### config.mk
export PLATFORM = sky130hd
export DESIGN_NAME = hbbc_front
export DESIGN_NICKNAME = d
export VERILOG_FILES = /design/src/rtl/core/hashed_block_buffer_cache_unit_defines.svh /design/src/rtl/core/hbbc_pkg.sv /design/src/rtl/core/hbbc_front.sv
export SDC_FILE = /design/constraint.sdc
export NUM_CORES = 1
export LEC_CHECK = 0
export BUFFER_PORTS_ARGS = -buffer_cell sky130_fd_sc_hd__buf_2
export CORE_ASPECT_RATIO = 1.25
export CORE_MARGIN = 8
export CORE_UTILIZATION = 40
export CTS_CLUSTER_SIZE = 12
export DETAILED_ROUTE_END_ITERATION = 10
export PLACE_DENSITY = 0.68
export SLEW_MARGIN = 0
export SYNTH_ARGS = -nofsm -noshare
export SYNTH_HDL_FRONTEND = slang
export SYNTH_SLANG_ARGS = --single-unit
### constraint.sdc
create_clock -name clk -period 7.05 [get_ports clk]
set_input_delay 0.705 -clock clk [delete_from_list [all_inputs] [get_ports clk]]
set_output_delay 0.705 -clock clk [all_outputs]
set_load 0.03 [all_outputs]
### src/rtl/core/hashed_block_buffer_cache_unit_defines.svh
// Assertion macros used by the buffer cache back end.
`ifndef HASHED_BLOCK_BUFFER_CACHE_UNIT_DEFINES_SVH
`define HASHED_BLOCK_BUFFER_CACHE_UNIT_DEFINES_SVH

// Same-cycle implication, checked outside reset.
`define HBBC_ASSERT_NOW(lbl, ante, cons, msg) \
	lbl: assert property (@(posedge clk) disable iff (!arst_n) (ante) |-> (cons)) \
		else $error(msg);

// Next-cycle implication, checked outside reset.
`define HBBC_ASSERT_NEXT(lbl, ante, cons, msg) \
	lbl: assert property (@(posedge clk) disable iff (!arst_n) (ante) |=> (cons)) \
		else $error(msg);

`endif

### src/rtl/core/hbbc_pkg.sv
// Types and constants of the hashed block buffer cache.
package hbbc_pkg;

	// command codes
	typedef enum logic [1:0] {
		CMD_GET     = 2'd0,
		CMD_RELEASE = 2'd1,
		CMD_PIN     = 2'd2,
		CMD_UNPIN   = 2'd3
	} cmd_t;

	// result status codes
	typedef enum logic [1:0] {
		STAT_OK        = 2'd0,
		STAT_NO_FREE   = 2'd1,
		STAT_UNDERFLOW = 2'd2,
		STAT_SATURATED = 2'd3
	} status_t;

	localparam logic [15:0] COUNT_MAX = 16'hFFFF;

	// one request item
	typedef struct packed {
		cmd_t        cmd;
		logic [7:0]  dev;
		logic [31:0] blk;
		logic [2:0]  way;
	} req_t;

	// bookkeeping of one way
	typedef struct packed {
		logic [7:0]  dev;
		logic [31:0] blk;
		logic        cv;
		logic [15:0] cnt;
		logic [2:0]  rank;
	} way_t;

endpackage

### src/rtl/core/hbbc_front.sv
// Front end: accepts items and computes the bucket (block number mod bucket count).
module hbbc_front #(
	parameter int NUM_BUCKETS = 13,
	parameter int BKT_W       = 4
) (
	input  logic               clk,
	input  logic               arst_n,
	input  logic               in_valid,
	output logic               in_stall,
	input  hbbc_pkg::req_t     in_req,
	output logic               push,
	output hbbc_pkg::req_t     push_req,
	output logic [BKT_W-1:0]   push_bucket,
	input  logic               full
);

	// 2^16 mod N folds the high half; reciprocal is exact for 23-bit dividends
	localparam int    P16   = 65536 % NUM_BUCKETS;
	localparam longint RECIP = ((64'd1 << 29) + NUM_BUCKETS - 1) / NUM_BUCKETS;

	logic [5:0]  p16;
	logic [29:0] recip;
	assign p16   = 6'(P16);
	assign recip = 30'(RECIP);

	logic           v_s1, v_s2;
	hbbc_pkg::req_t req_s1, req_s2;
	logic [22:0]    y_s1, y_s2;
	logic [22:0]    q_s2;
	logic           rdy_s1, rdy_s2;
	logic [52:0]    prod;
	logic [22:0]    rem;
	logic [22:0]    y_d;

	// stage handshake
	assign rdy_s2   = !v_s2 || !full;
	assign rdy_s1   = !v_s1 || rdy_s2;
	assign in_stall = !rdy_s1;
	assign push     = v_s2 && !full;

	// fold high half into low half
	assign y_d = 23'(in_req.blk[31:16]) * 23'(p16) + 23'(in_req.blk[15:0]);

	// quotient by reciprocal
	assign prod = 53'(y_s1) * 53'(recip);

	// remainder with one correction step
	always_comb begin
		rem = y_s2 - 23'(q_s2 * 23'(NUM_BUCKETS));
		if (rem >= 23'(NUM_BUCKETS)) begin
			rem = rem - 23'(NUM_BUCKETS);
		end
	end

	assign push_req    = req_s2;
	assign push_bucket = BKT_W'(rem);

	// stage valids
	always_ff @(posedge clk or negedge arst_n) begin
		if (!arst_n) begin
			v_s1 <= 1'b0;
			v_s2 <= 1'b0;
		end else begin
			if (rdy_s1) v_s1 <= in_valid;
			if (rdy_s2) v_s2 <= v_s1;
		end
	end

	// stage payload
	always_ff @(posedge clk) begin
		if (rdy_s1) begin
			req_s1 <= in_req;
			y_s1   <= y_d;
		end
		if (rdy_s2) begin
			req_s2 <= req_s1;
			y_s2   <= y_s1;
			q_s2   <= prod[51:29];
		end
	end

endmodule

==> metrics.txt <==
final routed wirelength across all metal layers=32,570 um; number of maximum-capacitance violations=0; initial antenna violation count=0; #FFs+latches synth=144; number of iterations in the first detailed-routing pass=5; adder-cell share of the synthesized area=between 40% and 50%; DR iter-0 viols=511; critical path type=flip-flop to flip-flop; commonest non-fill, non-tap cells in the layout=sky130_fd_sc_hd__inv_1, sky130_fd_sc_hd__ha_1, sky130_fd_sc_hd__fa_1; ports placed on the boundary=100; final number of max-transition violations=0; max-slew headroom at the worst pin=37.64%; cell at the root of the clock tree=sky130_fd_sc_hd__clkbuf_16; Num CTS Buffers=17; slowest CP cell=sky130_fd_sc_hd__fa_1; wire length of the first global-routing pass=51,680 um; area of the mapped netlist=14,500 um^2; leading cell type in the layout, fill and taps excluded=sky130_fd_sc_hd__inv_1; RePlAce Congestion=0.9491; largest driver fanout on the critical path=5; total grt overflow=0; data required time at the worst endpoint=7.24 ns; Tmin final=6.764 ns; fillers=approximately 3,300; crit end category=flip-flop; proportion of layout cells with a drive suffix above 1=13.13%; top cell type by total area after synthesis=sky130_fd_sc_hd__edfxtp_1; clock skew=0.008500 ns; overall track demand over capacity in global routing=15.33%; highest achievable clock rate=147.8 MHz; multiplexer share of the synthesized area=less than 1%; Die Y=around 230 um; Hold WC Path Type=input pin to asynchronous set/reset pin; H-tree levels=4; largest net degree at the start of global routing=66; number of failing setup endpoints in the final timing report=0; Post-Syn Nets=1,716; vias per std cell=4.900; XOR/XNOR share of the synthesized area=under 10%; biggest cell delay along the critical path=0.65 ns; outcome=finished clean; area of the core region=roughly 36,000 um^2; Row Count=78; startpoint type of the worst setup path=flip-flop; number of synthesized flops with an enable pin=142; ANT nets after route=0; sinks on the clock net=144; WP buf/inv=3; share of Yosys cell area claimed by the top area cell type=29.40%; antenna cell count=0; placed wire-length estimate=27,710 um; critical path's top delay family=adder cells; synthesized-area fraction occupied by ao, oa, aoi and oai cells=7.488%; most area-consuming cells after synthesis=sky130_fd_sc_hd__edfxtp_1, sky130_fd_sc_hd__fa_1, sky130_fd_sc_hd__ha_1; worst-case hold slack=roughly 0.042 ns; clock-pin slew of the registers on the worst-case setup and hold paths=around 0.07 ns; fraction of synthesis flops using an asynchronous set or reset pin=1.389%; transition time at the pin with the least slew margin=0.9354 ns; clock tree from TritonCTS=yes; synthesized netlist cell count=1,231; crit-path most repeated cell=sky130_fd_sc_hd__fa_1; final clock period utilization by the worst path=95.95%; Initial Utilization=between 40% and 50%; DRC violation count after routing=0; average footprint of a synthesized cell=11.78 um^2; synthesis-to-finish area growth=12.70%; Final Util=45.39%; Die Wd=186.3 um; die area=42,650 um^2; most frequently used flop master after synthesis=sky130_fd_sc_hd__edfxtp_1; Arr. time, crit path=6.95 ns; input/output buffers=99; clock insertion delay at the later pin of the skew report=0.43 ns; simple-gate share of the synthesized area=4.555%; Max Root-Sink Buffers=2; total count of hold-check failures in the final report=0; number of global-route vias before repair=10,032; Final #Nets=1,851; average routed wire per standard cell=between 15 and 20 um; total number of vias=9,109; sequential cell area fraction in the yosys report=29.74%; main combinational cell family by area after synthesis=adder cells; warning count from the yosys run=0; crit path cell chain=buf_4 -> ha_1 -> fa_1 -> inv_1 -> fa_1 -> fa_1 -> fa_1 -> inv_1 -> fa_1 -> fa_1 -> ha_1 -> a21oi_1 -> a21boi_0 -> o32ai_1 -> nand2b_1 -> o2111a_2 -> a211oi_2 -> a311o_1 -> a41oi_2 -> a21oi_1 -> a21o_1; number of distinct standard cells referenced by the synthesized netlist=63
[stage by stage]
stage	setup TNS, ns	std cells	worst slack, ns	instance area [um^2]
after global routing	-0.02234	1859	-0.01528	16350
after global placement	0	1826	0.1996	15730
after CTS	0	1858	0.08269	16320
final	0	1859	0.2856	16350
after detailed placement	0	1826	0.05282	15730
after floorplan	0	1231	0.4066	14500
[cell type report]
cell class / count / area (um^2) / area share [%]
inverters: 324 / 1216 / 7.440
multi-input cells: 761 / 8989 / 54.99
repair buffers: 118 / 638.1 / 3.904
flip-flops and latches: 144 / 4314 / 26.39
clock buffers: 17 / 425.4 / 2.603
clock inverters: 15 / 162.7 / 0.9951
well taps: 480 / 600.6 / 3.674
[logic make-up after synthesis]
logic type                 after synthesis
AOI/OAI and AO/OA                      157
xor gates and xnor gates                37
adders and majority gates              436
buffers and inverters                  326
DFF                                    144
muxes                                    4
and+or+nand+nor                        127
[final timing paths]
path | from | to | slack [ns] | cells after the start
max in group asynchronous | arst_n | v_s2$_DFFE_PN0P_ | 6.91 | 1
worst min register to register | req_s1[5]$_DFFE_PN_ | push_req[5]$_DFFE_PP_ | 0.42 | 0
worst max-delay path | y_s1[9]$_DFFE_PN_ | q_s2[15]$_DFFE_PP_ | 0.29 | 21
min in group clk | req_s1[5]$_DFFE_PN_ | push_req[5]$_DFFE_PP_ | 0.42 | 0
worst max register to register | y_s1[9]$_DFFE_PN_ | q_s2[15]$_DFFE_PP_ | 0.29 | 21
worst min-delay path | arst_n | v_s1$_DFFE_PN0N_ | 0.04 | 1
[cells in the mapped netlist (6+ instances only)]
| master | count |
|---|---|
| sky130_fd_sc_hd__o21a_1 | 10 |
| sky130_fd_sc_hd__edfxtp_1 | 142 |
| sky130_fd_sc_hd__o21ai_0 | 28 |
| sky130_fd_sc_hd__a21oi_1 | 43 |
| sky130_fd_sc_hd__and3_1 | 6 |
| sky130_fd_sc_hd__a21o_1 | 17 |
| sky130_fd_sc_hd__o211ai_1 | 6 |
| sky130_fd_sc_hd__nand2b_1 | 7 |
| sky130_fd_sc_hd__nor3_1 | 8 |
| sky130_fd_sc_hd__nand4_1 | 7 |
| sky130_fd_sc_hd__nand2_1 | 21 |
| sky130_fd_sc_hd__xor2_1 | 13 |
| sky130_fd_sc_hd__nor2b_1 | 14 |
| sky130_fd_sc_hd__ha_1 | 252 |
| sky130_fd_sc_hd__nand3_1 | 8 |
| sky130_fd_sc_hd__inv_1 | 324 |
| sky130_fd_sc_hd__nor2_1 | 39 |
| sky130_fd_sc_hd__xnor2_1 | 24 |
| sky130_fd_sc_hd__fa_1 | 184 |
[state kept, by name, summed over array words and instances (netlist names)]
register	cells
push_req	45
v_s2	1
req_s1	45
q_s2	16
y_s1	18
y_s2	18
v_s1	1
[layer usage]
| metal | track usage, % | part of all wire, % | vias to the layer above |
|---|---|---|---|
| li1 | - | - | 4343 |
| met1 | 17.68 | 42 | 4492 |
| met2 | 27.41 | 51 | 215 |
| met3 | 2.656 | 4.2 | 59 |
| met4 | 6.789 | 3.4 | 0 |
| met5 | 0 | 0 | - |
[worst reg2reg max path, stage by stage, from the launching register on]
cell and delay [ns]:
sky130_fd_sc_hd__edfxtp_1 0.42, sky130_fd_sc_hd__buf_4 0.19, sky130_fd_sc_hd__ha_1 0.27, sky130_fd_sc_hd__fa_1 0.56, sky130_fd_sc_hd__inv_1 0.05, sky130_fd_sc_hd__fa_1 0.65, sky130_fd_sc_hd__fa_1 0.48, sky130_fd_sc_hd__fa_1 0.49
sky130_fd_sc_hd__inv_1 0.06, sky130_fd_sc_hd__fa_1 0.52, sky130_fd_sc_hd__fa_1 0.45, sky130_fd_sc_hd__ha_1 0.37, sky130_fd_sc_hd__a21oi_1 0.17, sky130_fd_sc_hd__a21boi_0 0.13, sky130_fd_sc_hd__o32ai_1 0.32, sky130_fd_sc_hd__nand2b_1 0.15
sky130_fd_sc_hd__o2111a_2 0.25, sky130_fd_sc_hd__a211oi_2 0.08, sky130_fd_sc_hd__a311o_1 0.41, sky130_fd_sc_hd__a41oi_2 0.19, sky130_fd_sc_hd__a21oi_1 0.13, sky130_fd_sc_hd__a21o_1 0.20
[repair_timing]
action / in CTS / in global routing
buffers inserted: 0 / 1
hold buffers: 0 / 0
setup endpoints to repair: 0 / 5
hold endpoints to repair: 0 / 0
gates resized for setup: 0 / 6
Power is not shown: default switching activity piles up to over one toggle a cycle in this logic, so the estimate is an artifact.
