--- config.mk ---
export PLATFORM = sky130hd
export DESIGN_NAME = hbbc_queue
export DESIGN_NICKNAME = d
export VERILOG_FILES = /design/src/rtl/core/hashed_block_buffer_cache_unit_defines.svh /design/src/rtl/core/hbbc_queue.sv
export SDC_FILE = /design/constraint.sdc
export NUM_CORES = 1
export LEC_CHECK = 0
export ABC_CLOCK_PERIOD_IN_PS = 1500
export BUFFER_PORTS_ARGS = -buffer_cell sky130_fd_sc_hd__buf_4
export CAP_MARGIN = 10
export CORE_MARGIN = 2
export CORE_UTILIZATION = 45
export CTS_CLUSTER_SIZE = 16
export DETAILED_ROUTE_END_ITERATION = 8
export PLACE_DENSITY = 0.68
export SLEW_MARGIN = 20
export SYNTH_ARGS = -nofsm -noshare
export SYNTH_HDL_FRONTEND = slang
export SYNTH_SLANG_ARGS = --single-unit
--- constraint.sdc ---
create_clock -name clk -period 1.5 [get_ports clk]
set_clock_uncertainty 0.1 [all_clocks]
set_input_delay 0.15 -clock clk [delete_from_list [all_inputs] [get_ports clk]]
set_output_delay 0.15 -clock clk [all_outputs]
set_load 0.02 [all_outputs]
--- src/rtl/core/hashed_block_buffer_cache_unit_defines.svh ---
// Assertion macros used by the buffer cache back end.
`ifndef HASHED_BLOCK_BUFFER_CACHE_UNIT_DEFINES_SVH
`define HASHED_BLOCK_BUFFER_CACHE_UNIT_DEFINES_SVH

// Same-cycle implication, checked outside reset.
`define HBBC_ASSERT_NOW(lbl, ante, cons, msg) \
	lbl: assert property (@(posedge clk) disable iff (!arst_n) (ante) |-> (cons)) \
		else $error(msg);

// Next-cycle implication, checked outside reset.
`define HBBC_ASSERT_NEXT(lbl, ante, cons, msg) \
	lbl: assert property (@(posedge clk) disable iff (!arst_n) (ante) |=> (cons)) \
		else $error(msg);

`endif

--- src/rtl/core/hbbc_queue.sv ---
// Two-entry queue between front and back.
module hbbc_queue #(
	parameter int DW = 8
) (
	input  logic          clk,
	input  logic          arst_n,
	input  logic          push,
	input  logic [DW-1:0] push_data,
	output logic          full,
	input  logic          pop,
	output logic [DW-1:0] pop_data,
	output logic          empty
);

	logic [DW-1:0] mem_q [2];
	logic          wptr_q, rptr_q;
	logic [1:0]    cnt_q;

	assign full     = (cnt_q == 2'd2);
	assign empty    = (cnt_q == 2'd0);
	assign pop_data = mem_q[rptr_q];

	// pointers and fill level
	always_ff @(posedge clk or negedge arst_n) begin
		if (!arst_n) begin
			wptr_q <= 1'b0;
			rptr_q <= 1'b0;
			cnt_q  <= 2'd0;
		end else begin
			if (push) wptr_q <= !wptr_q;
			if (pop)  rptr_q <= !rptr_q;
			case ({push, pop})
				2'b10:   cnt_q <= cnt_q + 2'd1;
				2'b01:   cnt_q <= cnt_q - 2'd1;
				default: cnt_q <= cnt_q;
			endcase
		end
	end

	// storage
	always_ff @(posedge clk) begin
		if (push) mem_q[wptr_q] <= push_data;
	end

endmodule

==> summary.md, run 1 <==
| Metric | Value |
|---|---|
| Status | `complete, but fails checks` |
| Failing checks | `negative setup slack` |
| Clock network power share | `12.5%` |
| FP Rows | `14` |
| First-pass GRT wire length | `2090 um` |
| Chip Width | `45.2 um` |
| Initial antenna violation count | `0` |
| Height of the die | `45.2 um` |
| Unique masters post-synth | `11` |
| # diodes | `0` |
| Critical path's top delay family | `flip-flops` |
| CP Launch Type | `register` |
| Dpl cell area | `950 sq um` |
| Final setup fails | `8` |
| Lkg Pwr | `0.493 nW` |
| Post-Syn Instances | `41` |
| CP endpoint kind | `output pin` |
| Slew Viols, Final | `0` |
| Cell Area, Synth | `762 sq um` |
| Synth area leader | `edfxtp_1` |
| VDD IR max | `899 uV` |
| Seq/Total Area, Yosys | `76.2%` |
| Syn. warnings | `0` |
| Most frequent cell after synthesis | `edfxtp_1` |
| Full die area | `2040 sq um` |
| Gr ovfl total | `0` |
| WP data required | `1.25 ns` |
| Reg clk slew, reported paths | `0.10 ns` |
| CP max stage cell | `dfrtp_2` |
| # clock sinks | `20` |
| Hold Fails Final Rpt | `0` |
| Crit share post-route | `103%` |
| CP max stage delay | `0.44 ns` |
| Comb power frac | `46.1%` |
| Later-pin clock latency in the skew report | `0.29 ns` |
| Flop2flop setup slack | `0.31 ns` |
| Setup crit start | `rptr_q` |
| Share of layout cells above drive strength 1 | `48.8%` |
| Post-Syn Area per Cell | `18.6 sq um` |
| ANT nets after route | `0` |
| Overall power | `0.00201 W` |
| Primary FF master, synth | `edfxtp_1` |
| Register Area | `582 sq um` |
| Crit. path cell count | `3` |
| Vias in the first global route | `518` |
| Initial Utilization | `49.4%` |
| Reg2Reg Depth | `1` |
| Type of the most critical hold path | `input pin to asynchronous set/reset pin` |
| CTS tree | `done` |
| Clk root buf | `clkbuf_4` |
| 1st-iter DRT viols | `15` |
| Critical Path Most Common Cell | `buf_6` |
| Final WS setup | `-0.0488 ns` |
| Net switching power figure | `0.000628 W` |
| CP Cell Sequence | `buf_6 > mux2_4 > buf_6` |
| Reg-to-Reg Start | `wptr_q` |
| Core Box Area | `1540 sq um` |
| Crit path DAT | `1.30 ns` |
| Internal Pwr Total | `0.00138 W` |
| Largest net degree at the start of global routing | `12` |
| Total routed wirelength | `1320 um` |
| Unrepaired setup endpoints after global routing | `yes` |
| Crit Path Max Fanout | `4` |
| Worst-Margin Slew | `0.381 ns` |
| Share of the synthesized area in the top cell type | `63.1%` |
| Critical setup path kind | `register to output pin` |
| Ranking of synthesized cells by area | `edfxtp_1 (63%), dfrtp_1 (13%), mux2_2 (12%)` |
| Max-Cap Viols | `0` |
| Rel. slew slack | `74.6%` |
| Mapped Nets | `54` |
| Final-stage net count | `96` |
| Max Freq | `0.646 GHz` |
| # port buffers | `21` |
| Post-route cell area | `1170 sq um` |
| Multi-input combinational cell area | `188 sq um` |
| Reg-to-reg endpoint | `mem_q[1][0]` |
| #FFs+latches synth | `20` |
| H-tree depth | `1` |
| Min Tclk post-route | `1.55 ns` |
| Fillers | `105` |
| Wirelength per Cell | `13.4 um` |
| I/O pins | `22` |
| Hold slack | `0.0828 ns` |
| Flop pwr share | `41.4%` |
| Final Wtd Congestion | `0.694` |
| EDFF count, synth | `16` |
| Power Dens Cells | `1720 nW/um^2` |
| Sw Share | `31.3%` |
| DRC | `0` |
| Post-synth top cells | `edfxtp_1 (16), mux2_2 (8), dfrtp_1 (4)` |
| FFs w/ async S/R, synth | `20.0%` |
| CP bufs+invs | `2` |
| CTS max path bufs | `2` |
| GRT Util Overall | `15.2%` |
| Vias post-DR | `481` |
| Post-DR vias/cell | `4.91` |
| Number of iterations in the first detailed-routing pass | `4` |
| Num CTS Buffers | `3` |
| Area Growth Syn to Fin | `53.5%` |
| Hpwl dp | `838 um` |
==> cell usage in the layout (no fill, tap or decap), types with 3 or more instances in the layout <==
cell,instances
buf_4,17
buf_6,10
clkbuf_4,3
dfrtp_1,3
dlygate4sd3_1,11
edfxtp_1,16
mux2_2,4
mux2_4,4
nor2_1,3
xor2_1,3
==> repair_timing <==
action | in CTS | in global routing
endpoints found under the setup margin | 8 | 8
buffers inserted | 4 | 0
hold buffers | 11 | 0
gates resized for setup | 12 | 4
hold endpoints to repair | 22 | 0
==> registers in the layout, indices dropped and copies added (netlist names) <==
signal	flops
mem_q	16
cnt_q	2
rptr_q	1
wptr_q	1
==> power by group through the flow <==
stage | clock network [W] | registers [W] | logic (W)
finish | 0.000250 | 0.000831 | 0.000926
global route | 0.000287 | 0.000847 | 0.000985
CTS | 0.000258 | 0.000828 | 0.000899
detailed placement | 0 | 0.000873 | 0.000658
global placement | 0 | 0.000867 | 0.000647
floorplan | 0 | 0.000812 | 0.000444
==> worst max path at each step <==
stage                     slack (ns)     endpoint
after CTS                      -0.04  pop_data[4]
after floorplan                 0.26  mem_q[0][0]
after detailed placement        0.14  pop_data[4]
after global routing           -0.09  pop_data[4]
after global placement          0.15  pop_data[4]
final                          -0.05  pop_data[4]
==> through the flow <==
stage	util [%]	TNS, ns	instances	setup WS, ns
2_1_floorplan	-	0	41	0.262
5_1_grt	75.9	-0.687	98	-0.0930
4_1_cts	74.9	-0.275	98	-0.0442
3_5_place_dp	61.6	0	79	0.137
3_3_place_gp	61.6	0	79	0.148
6_report	75.9	-0.329	98	-0.0488
==> kinds of logic (layout without fill, tap and decap cells) <==
kind of cell | after synthesis | in the layout | share of synthesized area (%)
simple gates | 5 | 5 | 3.45
buf+inv | 2 | 43 | 1.15
mux | 8 | 8 | 11.8
flops | 20 | 20 | 76.2
xor+xnor | 5 | 5 | 5.75
fa+ha+maj | 1 | 1 | 1.64
==> per-layer routing <==
| layer | track usage [%] | vias to the layer above | routed length [um] |
|---|---|---|---|
| li1 | - | 231 | - |
| met5 | 0 | - | 0 |
| met2 | 26.3 | 13 | 680 |
| met1 | 16.9 | 235 | 573 |
| met4 | 7.06 | 0 | 14 |
| met3 | 4.80 | 2 | 48 |
==> final cells by class <==
class | instances | share of cell area, %
flip-flops and latches | 20 | 49.7
repair buffers | 38 | 29.9
multi-input cells | 19 | 16.0
clock buffers | 3 | 1.93
well taps | 16 | 1.71
clock inverters | 1 | 0.321
inverters | 1 | 0.321
No activity file was read; power rests on OpenSTA's default activity.
==> run 2, diff against run 1 <==
- ABC_CLOCK_PERIOD_IN_PS: 1500 -> not set
- PLACE_DENSITY: 0.68 -> 0.82
==> summary.md, run 2 (synthesized netlist as in run 1, its figures left out) <==
| Metric | Value |
|---|---|
| Place WS | `0.148 ns (was 0.137 ns)` |
| Num CTS Buffers | `3 (unchanged)` |
| Initial antenna violation count | `0 (unchanged)` |
| Unrepaired setup endpoints after global routing | `yes (unchanged)` |
| Crit Path Max Fanout | `4 (unchanged)` |
| WP data required | `1.25 ns (about the same)` |
| Comb power frac | `45.2% (was 46.1%)` |
| 1st-iter DRT viols | `3 (was 15)` |
| Height of the die | `45.2 um (unchanged)` |
| Critical Path Most Common Cell | `buf_6 (unchanged)` |
| Rel. slew slack | `73.7% (was 74.6%)` |
| Multi-input combinational cell area | `173 sq um (was 188 sq um)` |
| Hold Fails Final Rpt | `0 (unchanged)` |
| Register Area | `582 sq um (unchanged)` |
| CP Launch Type | `register (unchanged)` |
| Sw Share | `30.9% (was 31.3%)` |
| Finished Layout Cells | `98 (unchanged)` |
| Hpwl dp | `788 um (was 838 um)` |
| Wirelength per Cell | `12.8 um (was 13.4 um)` |
| CP Cell Sequence | `buf_6 > mux2_2 > buf_6 (was buf_6 > mux2_4 > buf_6)` |
| # port buffers | `21 (unchanged)` |
| Lkg Pwr | `0.475 nW (was 0.493 nW)` |
| Fillers | `103 (was 105)` |
| Full die area | `2040 sq um (unchanged)` |
| Status | `complete, but fails checks (unchanged)` |
| Vias in the first global route | `484 (was 518)` |
| Most frequent cells in the layout | `buf_4 (17), edfxtp_1 (16), dlygate4sd3_1 (11) (unchanged)` |
| Largest registers | `mem_q x16, cnt_q x2 (unchanged)` |
| CP max stage delay | `0.40 ns (was 0.44 ns)` |
| I/O pins | `22 (unchanged)` |
| Chip Width | `45.2 um (unchanged)` |
| VDD IR max | `1000 uV (was 899 uV)` |
| Internal Pwr Total | `0.00136 W (was 0.00138 W)` |
| ANT nets after route | `0 (unchanged)` |
| Worst-Margin Slew | `0.394 ns (was 0.381 ns)` |
| Dpl cell area | `942 sq um (was 950 sq um)` |
| Crit path DAT | `1.27 ns (was 1.30 ns)` |
| Clock network power share | `12.7% (was 12.5%)` |
| Area Growth Syn to Fin | `51.6% (was 53.5%)` |
| Largest register FFs | `16 (unchanged)` |
| First-pass GRT wire length | `1970 um (was 2090 um)` |
| Total routed wirelength | `1250 um (was 1320 um)` |
| Final-stage net count | `96 (unchanged)` |
| Max Freq | `0.657 GHz (was 0.646 GHz)` |
| CP endpoint kind | `output pin (unchanged)` |
| Crit share post-route | `101% (was 103%)` |
| Post-DR vias/cell | `4.88 (was 4.91)` |
| Post-route cell area | `1150 sq um (was 1170 sq um)` |
| Share of layout cells above drive strength 1 | `48.8% (unchanged)` |
| CTS tree | `done (unchanged)` |
| Final Wtd Congestion | `0.634 (was 0.694)` |
| Net switching power figure | `0.000609 W (was 0.000628 W)` |
| H-tree depth | `1 (unchanged)` |
| Power Dens Cells | `1710 nW/um^2 (was 1720 nW/um^2)` |
| Placed insts | `78 (was 79)` |
| Vias post-DR | `478 (was 481)` |
| Initial Utilization | `49.4% (unchanged)` |
| # clock sinks | `20 (unchanged)` |
| Clk root buf | `clkbuf_4 (unchanged)` |
| Final setup fails | `8 (unchanged)` |
| Min Tclk post-route | `1.52 ns (was 1.55 ns)` |
| DRC | `0 (unchanged)` |
| Slew Viols, Final | `0 (unchanged)` |
| CP max stage cell | `dfrtp_2 (unchanged)` |
| # diodes | `0 (unchanged)` |
| Commonest non-fill, non-tap cell in the layout | `buf_4 (unchanged)` |
| CTS max path bufs | `2 (unchanged)` |
| Later-pin clock latency in the skew report | `0.28 ns (was 0.29 ns)` |
| Core Box Area | `1540 sq um (unchanged)` |
| Biggest register | `mem_q (unchanged)` |
| Failing checks | `negative setup slack (unchanged)` |
| Gr ovfl total | `0 (unchanged)` |
| Reg clk slew, reported paths | `0.10 ns (about the same)` |
| Max-Cap Viols | `0 (unchanged)` |
| Number of iterations in the first detailed-routing pass | `2 (was 4)` |
| Critical setup path kind | `register to output pin (unchanged)` |
| FP Rows | `14 (unchanged)` |
| Final WS setup | `-0.0220 ns (was -0.0488 ns)` |
| GRT Util Overall | `14.4% (was 15.2%)` |
| Flop pwr share | `42.0% (was 41.4%)` |
| Largest net degree at the start of global routing | `12 (unchanged)` |
| Type of the most critical hold path | `input pin to asynchronous set/reset pin (unchanged)` |
==> run 2: cell types whose count changed in the layout (fill, tap and decap cells not counted), sizes merged <==
cell,change
clkbuf,+1
clkinv,-1
==> run 2: timing repair <==
action,4_1_cts,5_1_grt
setup buffers,4,1
hold buffers,11,0
resized for setup,13,0
endpoints found under the setup margin,8,8
hold endpoints to repair,22,0
==> run 2: stage by stage <==
stage	power, W	hold WS [ns]	util (%)	setup TNS [ns]
after floorplan	0.00126	-0.246	-	0
after global placement	0.00150	-0.150	61.1	0
after detailed placement	0.00151	-0.150	61.1	0
after CTS	0.00197	0.0698	74.4	-0.208
after global routing	0.00208	0.0788	74.9	-0.519
final	0.00197	0.0797	74.9	-0.139
==> run 2: worst max-delay path, delay by kind of cell (launching register included) <==
family                 cells  cell delay, ns
buffers and inverters      2            0.25
muxes                      1            0.33
DFF                        1            0.40
==> run 2: power by group through the flow <==
stage,clock [W],combinational [W],sequential [W]
after CTS,0.000264,0.000875,0.000828
after global placement,0,0.000634,0.000865
after detailed placement,0,0.000641,0.000873
after global routing,0.000287,0.000944,0.000845
after floorplan,0,0.000444,0.000812
final,0.000251,0.000893,0.000829
==> run 2: routing by layer <==
metal	track usage [%]	share of wire (%)
met1	14.7	38
met2	26.6	57
met3	2.80	3.9
met4	8.82	1.2
met5	0	0
==> run 2: final timing paths <==
| check | end | from | slack (ns) | cells past startpoint |
|---|---|---|---|---|
| setup / recovery | pop_data[4] | rptr_q | -0.02 | 3 |
| hold / removal | cnt_q[1] | arst_n | 0.08 | 2 |
| setup reg to reg | mem_q[1][2] | wptr_q | 0.28 | 1 |
| hold reg to reg | cnt_q[1] | cnt_q[1] | 0.39 | 1 |
| max in group asynchronous | rptr_q | arst_n | 1.11 | 2 |
| min in group clk | cnt_q[1] | cnt_q[1] | 0.39 | 1 |
==> run 2: final cells by class <==
cell class                 instances  share of cell area [%]
sequential                        20                    50.4
timing repair buffer              38                    30.3
multi-input combinational         19                    15.0
clock buffer                       4                    2.28
tap                               16                    1.73
inverter                           1                   0.325
==> run 3, diff against run 2 <==
- ABC_AREA: not set -> 1
- CORE_ASPECT_RATIO: not set -> 1.4
- PLACE_DENSITY: 0.82 -> 0.81
==> summary.md, run 3 <==
| Metric | Value |
|---|---|
| Status | `finished, final reports clean (was complete, but fails checks)` |
| Largest registers | `mem_q x16, cnt_q x2 (unchanged)` |
| Final-stage net count | `118 (was 96)` |
| Total routed wirelength | `1350 um (was 1250 um)` |
| Reg2Reg Depth | `2 (was 1)` |
| ANT nets after route | `0 (unchanged)` |
| Vias post-DR | `558 (was 478)` |
| Num CTS Buffers | `3 (unchanged)` |
| Primary FF master, synth | `edfxtp_1 (unchanged)` |
| First-pass GRT wire length | `2080 um (was 1970 um)` |
| Later-pin clock latency in the skew report | `0.28 ns (about the same)` |
| # port buffers | `21 (unchanged)` |
| Area Growth Syn to Fin | `44.2% (was 51.6%)` |
| Crit path DAT | `1.19 ns (was 1.27 ns)` |
| Most frequent cells in the layout | `buf_4 (24), edfxtp_1 (16), inv_1 (14) (was buf_4 (17), edfxtp_1 (16), dlygate4sd3_1 (11))` |
| DRC | `0 (unchanged)` |
| Multi-input combinational cell area | `161 sq um (was 173 sq um)` |
| WP data required | `1.25 ns (about the same)` |
| Min Tclk post-route | `1.44 ns (was 1.52 ns)` |
| # clock sinks | `20 (unchanged)` |
| Gr ovfl total | `0 (unchanged)` |
| Initial Utilization | `47.3% (was 49.4%)` |
| Final WS setup | `0.0599 ns (was -0.0220 ns)` |
| Comb power frac | `40.9% (was 45.2%)` |
| Unrepaired setup endpoints after global routing | `yes (unchanged)` |
| Lkg Pwr | `0.544 nW (was 0.475 nW)` |
| Unique masters post-synth | `14 (was 11)` |
| CP Cell Sequence | `buf_4 > nand2_1 > o21ai_0 > buf_4 (was buf_6 > mux2_2 > buf_6)` |
| CP endpoint kind | `output pin (unchanged)` |
| CP bufs+invs | `2 (unchanged)` |
| Initial antenna violation count | `0 (unchanged)` |
| Reg-to-Reg Start | `wptr_q (unchanged)` |
| Reg-to-reg endpoint | `mem_q[1][0] (was mem_q[1][2])` |
| Vias in the first global route | `518 (was 484)` |
| Post-DR vias/cell | `4.50 (was 4.88)` |
| Power Dens Cells | `1800 nW/um^2 (was 1710 nW/um^2)` |
| CP max stage cell | `dfrtp_2 (unchanged)` |
| Sw Share | `32.8% (was 30.9%)` |
| Flop pwr share | `39.4% (was 42.0%)` |
| FP Rows | `18 (was 14)` |
| Height of the die | `54.5 um (was 45.2 um)` |
| H-tree depth | `1 (unchanged)` |
| Share of the synthesized area in the top cell type | `58.5% (was 63.1%)` |
| Syn. warnings | `0 (unchanged)` |
| Core Box Area | `1730 sq um (was 1540 sq um)` |
| CP Launch Type | `register (unchanged)` |
| Number of iterations in the first detailed-routing pass | `4 (was 2)` |
| Final Wtd Congestion | `0.741 (was 0.634)` |
| Crit share post-route | `96.0% (was 101%)` |
| Critical Path Most Common Cell | `buf_4 (was buf_6)` |
| Register Area | `582 sq um (unchanged)` |
| Ranking of synthesized cells by area | `edfxtp_1 (59%), dfrtp_1 (12%), inv_1 (6.4%) (was edfxtp_1 (63%), dfrtp_1 (13%), mux2_2 (12%))` |
| Most frequent cell after synthesis | `edfxtp_1 (unchanged)` |
| EDFF count, synth | `16 (unchanged)` |
| # diodes | `0 (unchanged)` |
| Full die area | `2190 sq um (was 2040 sq um)` |
| #FFs+latches synth | `20 (unchanged)` |
| FFs w/ async S/R, synth | `20.0% (unchanged)` |
| Chip Width | `40.1 um (was 45.2 um)` |
| Largest register FFs | `16 (unchanged)` |
| Hpwl dp | `956 um (was 788 um)` |
| Commonest non-fill, non-tap cell in the layout | `buf_4 (unchanged)` |
| Overall power | `0.00213 W (was 0.00197 W)` |
| Cell Area, Synth | `821 sq um (was 762 sq um)` |
| Flop2flop setup slack | `0.38 ns (was 0.28 ns)` |
| CTS max path bufs | `2 (unchanged)` |
| Type of the most critical hold path | `input pin to asynchronous set/reset pin (unchanged)` |
| Net switching power figure | `0.000698 W (was 0.000609 W)` |
| Dpl cell area | `985 sq um (was 942 sq um)` |
| Hold Fails Final Rpt | `0 (unchanged)` |
| CP max stage delay | `0.45 ns (was 0.40 ns)` |
| Final setup fails | `0 (was 8)` |
| Critical path's top delay family | `flip-flops (unchanged)` |
| Crit Path Max Fanout | `8 (was 4)` |
| VDD IR max | `1070 uV (was 1000 uV)` |
| Biggest register | `mem_q (unchanged)` |
| Rel. slew slack | `78.8% (was 73.7%)` |
| Post-Syn Instances | `66 (was 41)` |
| Seq/Total Area, Yosys | `70.7% (was 76.2%)` |
| CTS tree | `done (unchanged)` |
| Internal Pwr Total | `0.00143 W (was 0.00136 W)` |
| Place WS | `0.202 ns (was 0.148 ns)` |
| Largest net degree at the start of global routing | `18 (was 12)` |
| Clock network power share | `19.7% (was 12.7%)` |
| Synth area leader | `edfxtp_1 (unchanged)` |
| Post-Syn Area per Cell | `12.4 sq um (was 18.6 sq um)` |
| Share of layout cells above drive strength 1 | `31.7% (was 48.8%)` |
| Wirelength per Cell | `10.9 um (was 12.8 um)` |
| Slew Viols, Final | `0 (unchanged)` |
| Max-Cap Viols | `0 (unchanged)` |
| Post-route cell area | `1180 sq um (was 1150 sq um)` |
| Worst-Margin Slew | `0.317 ns (was 0.394 ns)` |
| 1st-iter DRT viols | `9 (was 3)` |
| Post-synth top cells | `edfxtp_1 (16), inv_1 (14), nand2_1 (13) (was edfxtp_1 (16), mux2_2 (8), dfrtp_1 (4))` |
| Fillers | `131 (was 103)` |
| GRT Util Overall | `14.9% (was 14.4%)` |
| Max Freq | `0.694 GHz (was 0.657 GHz)` |
| Clk root buf | `clkbuf_4 (unchanged)` |
| I/O pins | `22 (unchanged)` |
| Critical setup path kind | `register to output pin (unchanged)` |
| Mapped Nets | `79 (was 54)` |
| Reg clk slew, reported paths | `0.11 ns (was 0.10 ns)` |
-- run 3: cell count changes after synthesis, moves of 3 or more --
cell | before | now
o21ai_0 | 0 | 5
mux2_2 | 8 | 0
o21ai_2 | 0 | 3
nand2_1 | 0 | 13
inv_1 | 1 | 14
-- run 3: power groups by stage --
| stage | Combinational (W) | Sequential (W) | Clock, W |
|---|---|---|---|
| after detailed placement | 0.000690 | 0.000896 | 0 |
| after global routing | 0.000935 | 0.000863 | 0.000458 |
| after CTS | 0.000713 | 0.000886 | 0.000426 |
| final | 0.000870 | 0.000839 | 0.000420 |
| after floorplan | 0.000530 | 0.000817 | 0 |
| after global placement | 0.000679 | 0.000882 | 0 |
-- run 3: worst max path at each step --
stage	startpoint	endpoint	slack, ns	cells after the start
after floorplan	wptr_q	mem_q[0][0]	0.26	1
after global routing	rptr_q	pop_data[7]	-0.006	4
after CTS	rptr_q	pop_data[6]	0.04	2
after detailed placement	rptr_q	pop_data[5]	0.20	3
final	rptr_q	pop_data[7]	0.06	4
after global placement	rptr_q	pop_data[5]	0.26	2
-- run 3: logic make-up (layout without fill, tap and decap cells) --
family                   Yosys count  count (layout)  share of synthesized area [%]
adder cells (fa/ha/maj)            1               1                           1.52
AO/OA/AOI/OAI                      8               8                           6.25
flip-flops                        20              20                           70.7
buffers and inverters             16              54                           9.60
AND/OR/NAND/NOR                   18              18                           8.69
XOR/XNOR                           3               3                           3.20
-- run 3: through the flow --
stage / std cells / hold slack [ns] / setup TNS, ns / util (%)
floorplan: 66 / -0.246 / 0 / -
global placement: 106 / -0.151 / 0 / 56.8
detailed placement: 106 / -0.150 / 0 / 56.8
CTS: 121 / 0.0678 / 0 / 66.2
global route: 124 / 0.0661 / -0.00730 / 68.3
finish: 124 / 0.0856 / 0 / 68.3
-- run 3: area by class of cell --
cell class,instances,area share (%)
Timing Repair Buffer,36,26.2
Sequential cell,20,49.2
Clock buffer,3,1.90
Inverter,14,4.44
Tap cell,20,2.11
Multi-Input combinational cell,30,13.6
Clock inverter,1,2.54
-- run 3: timing repair --
action,4_1_cts,5_1_grt
setup buffers,0,3
setup endpoints to repair,8,6
hold buffers,11,0
hold endpoints to repair,22,0
resized for setup,1,5
-- run 3: metal layers --
layer,GRT usage (%),wire [um],up-vias
li1,-,-,288
met1,16.3,516,252
met2,25.8,753,14
met3,2.44,43,4
met4,8.62,35,0
met5,0,0,-
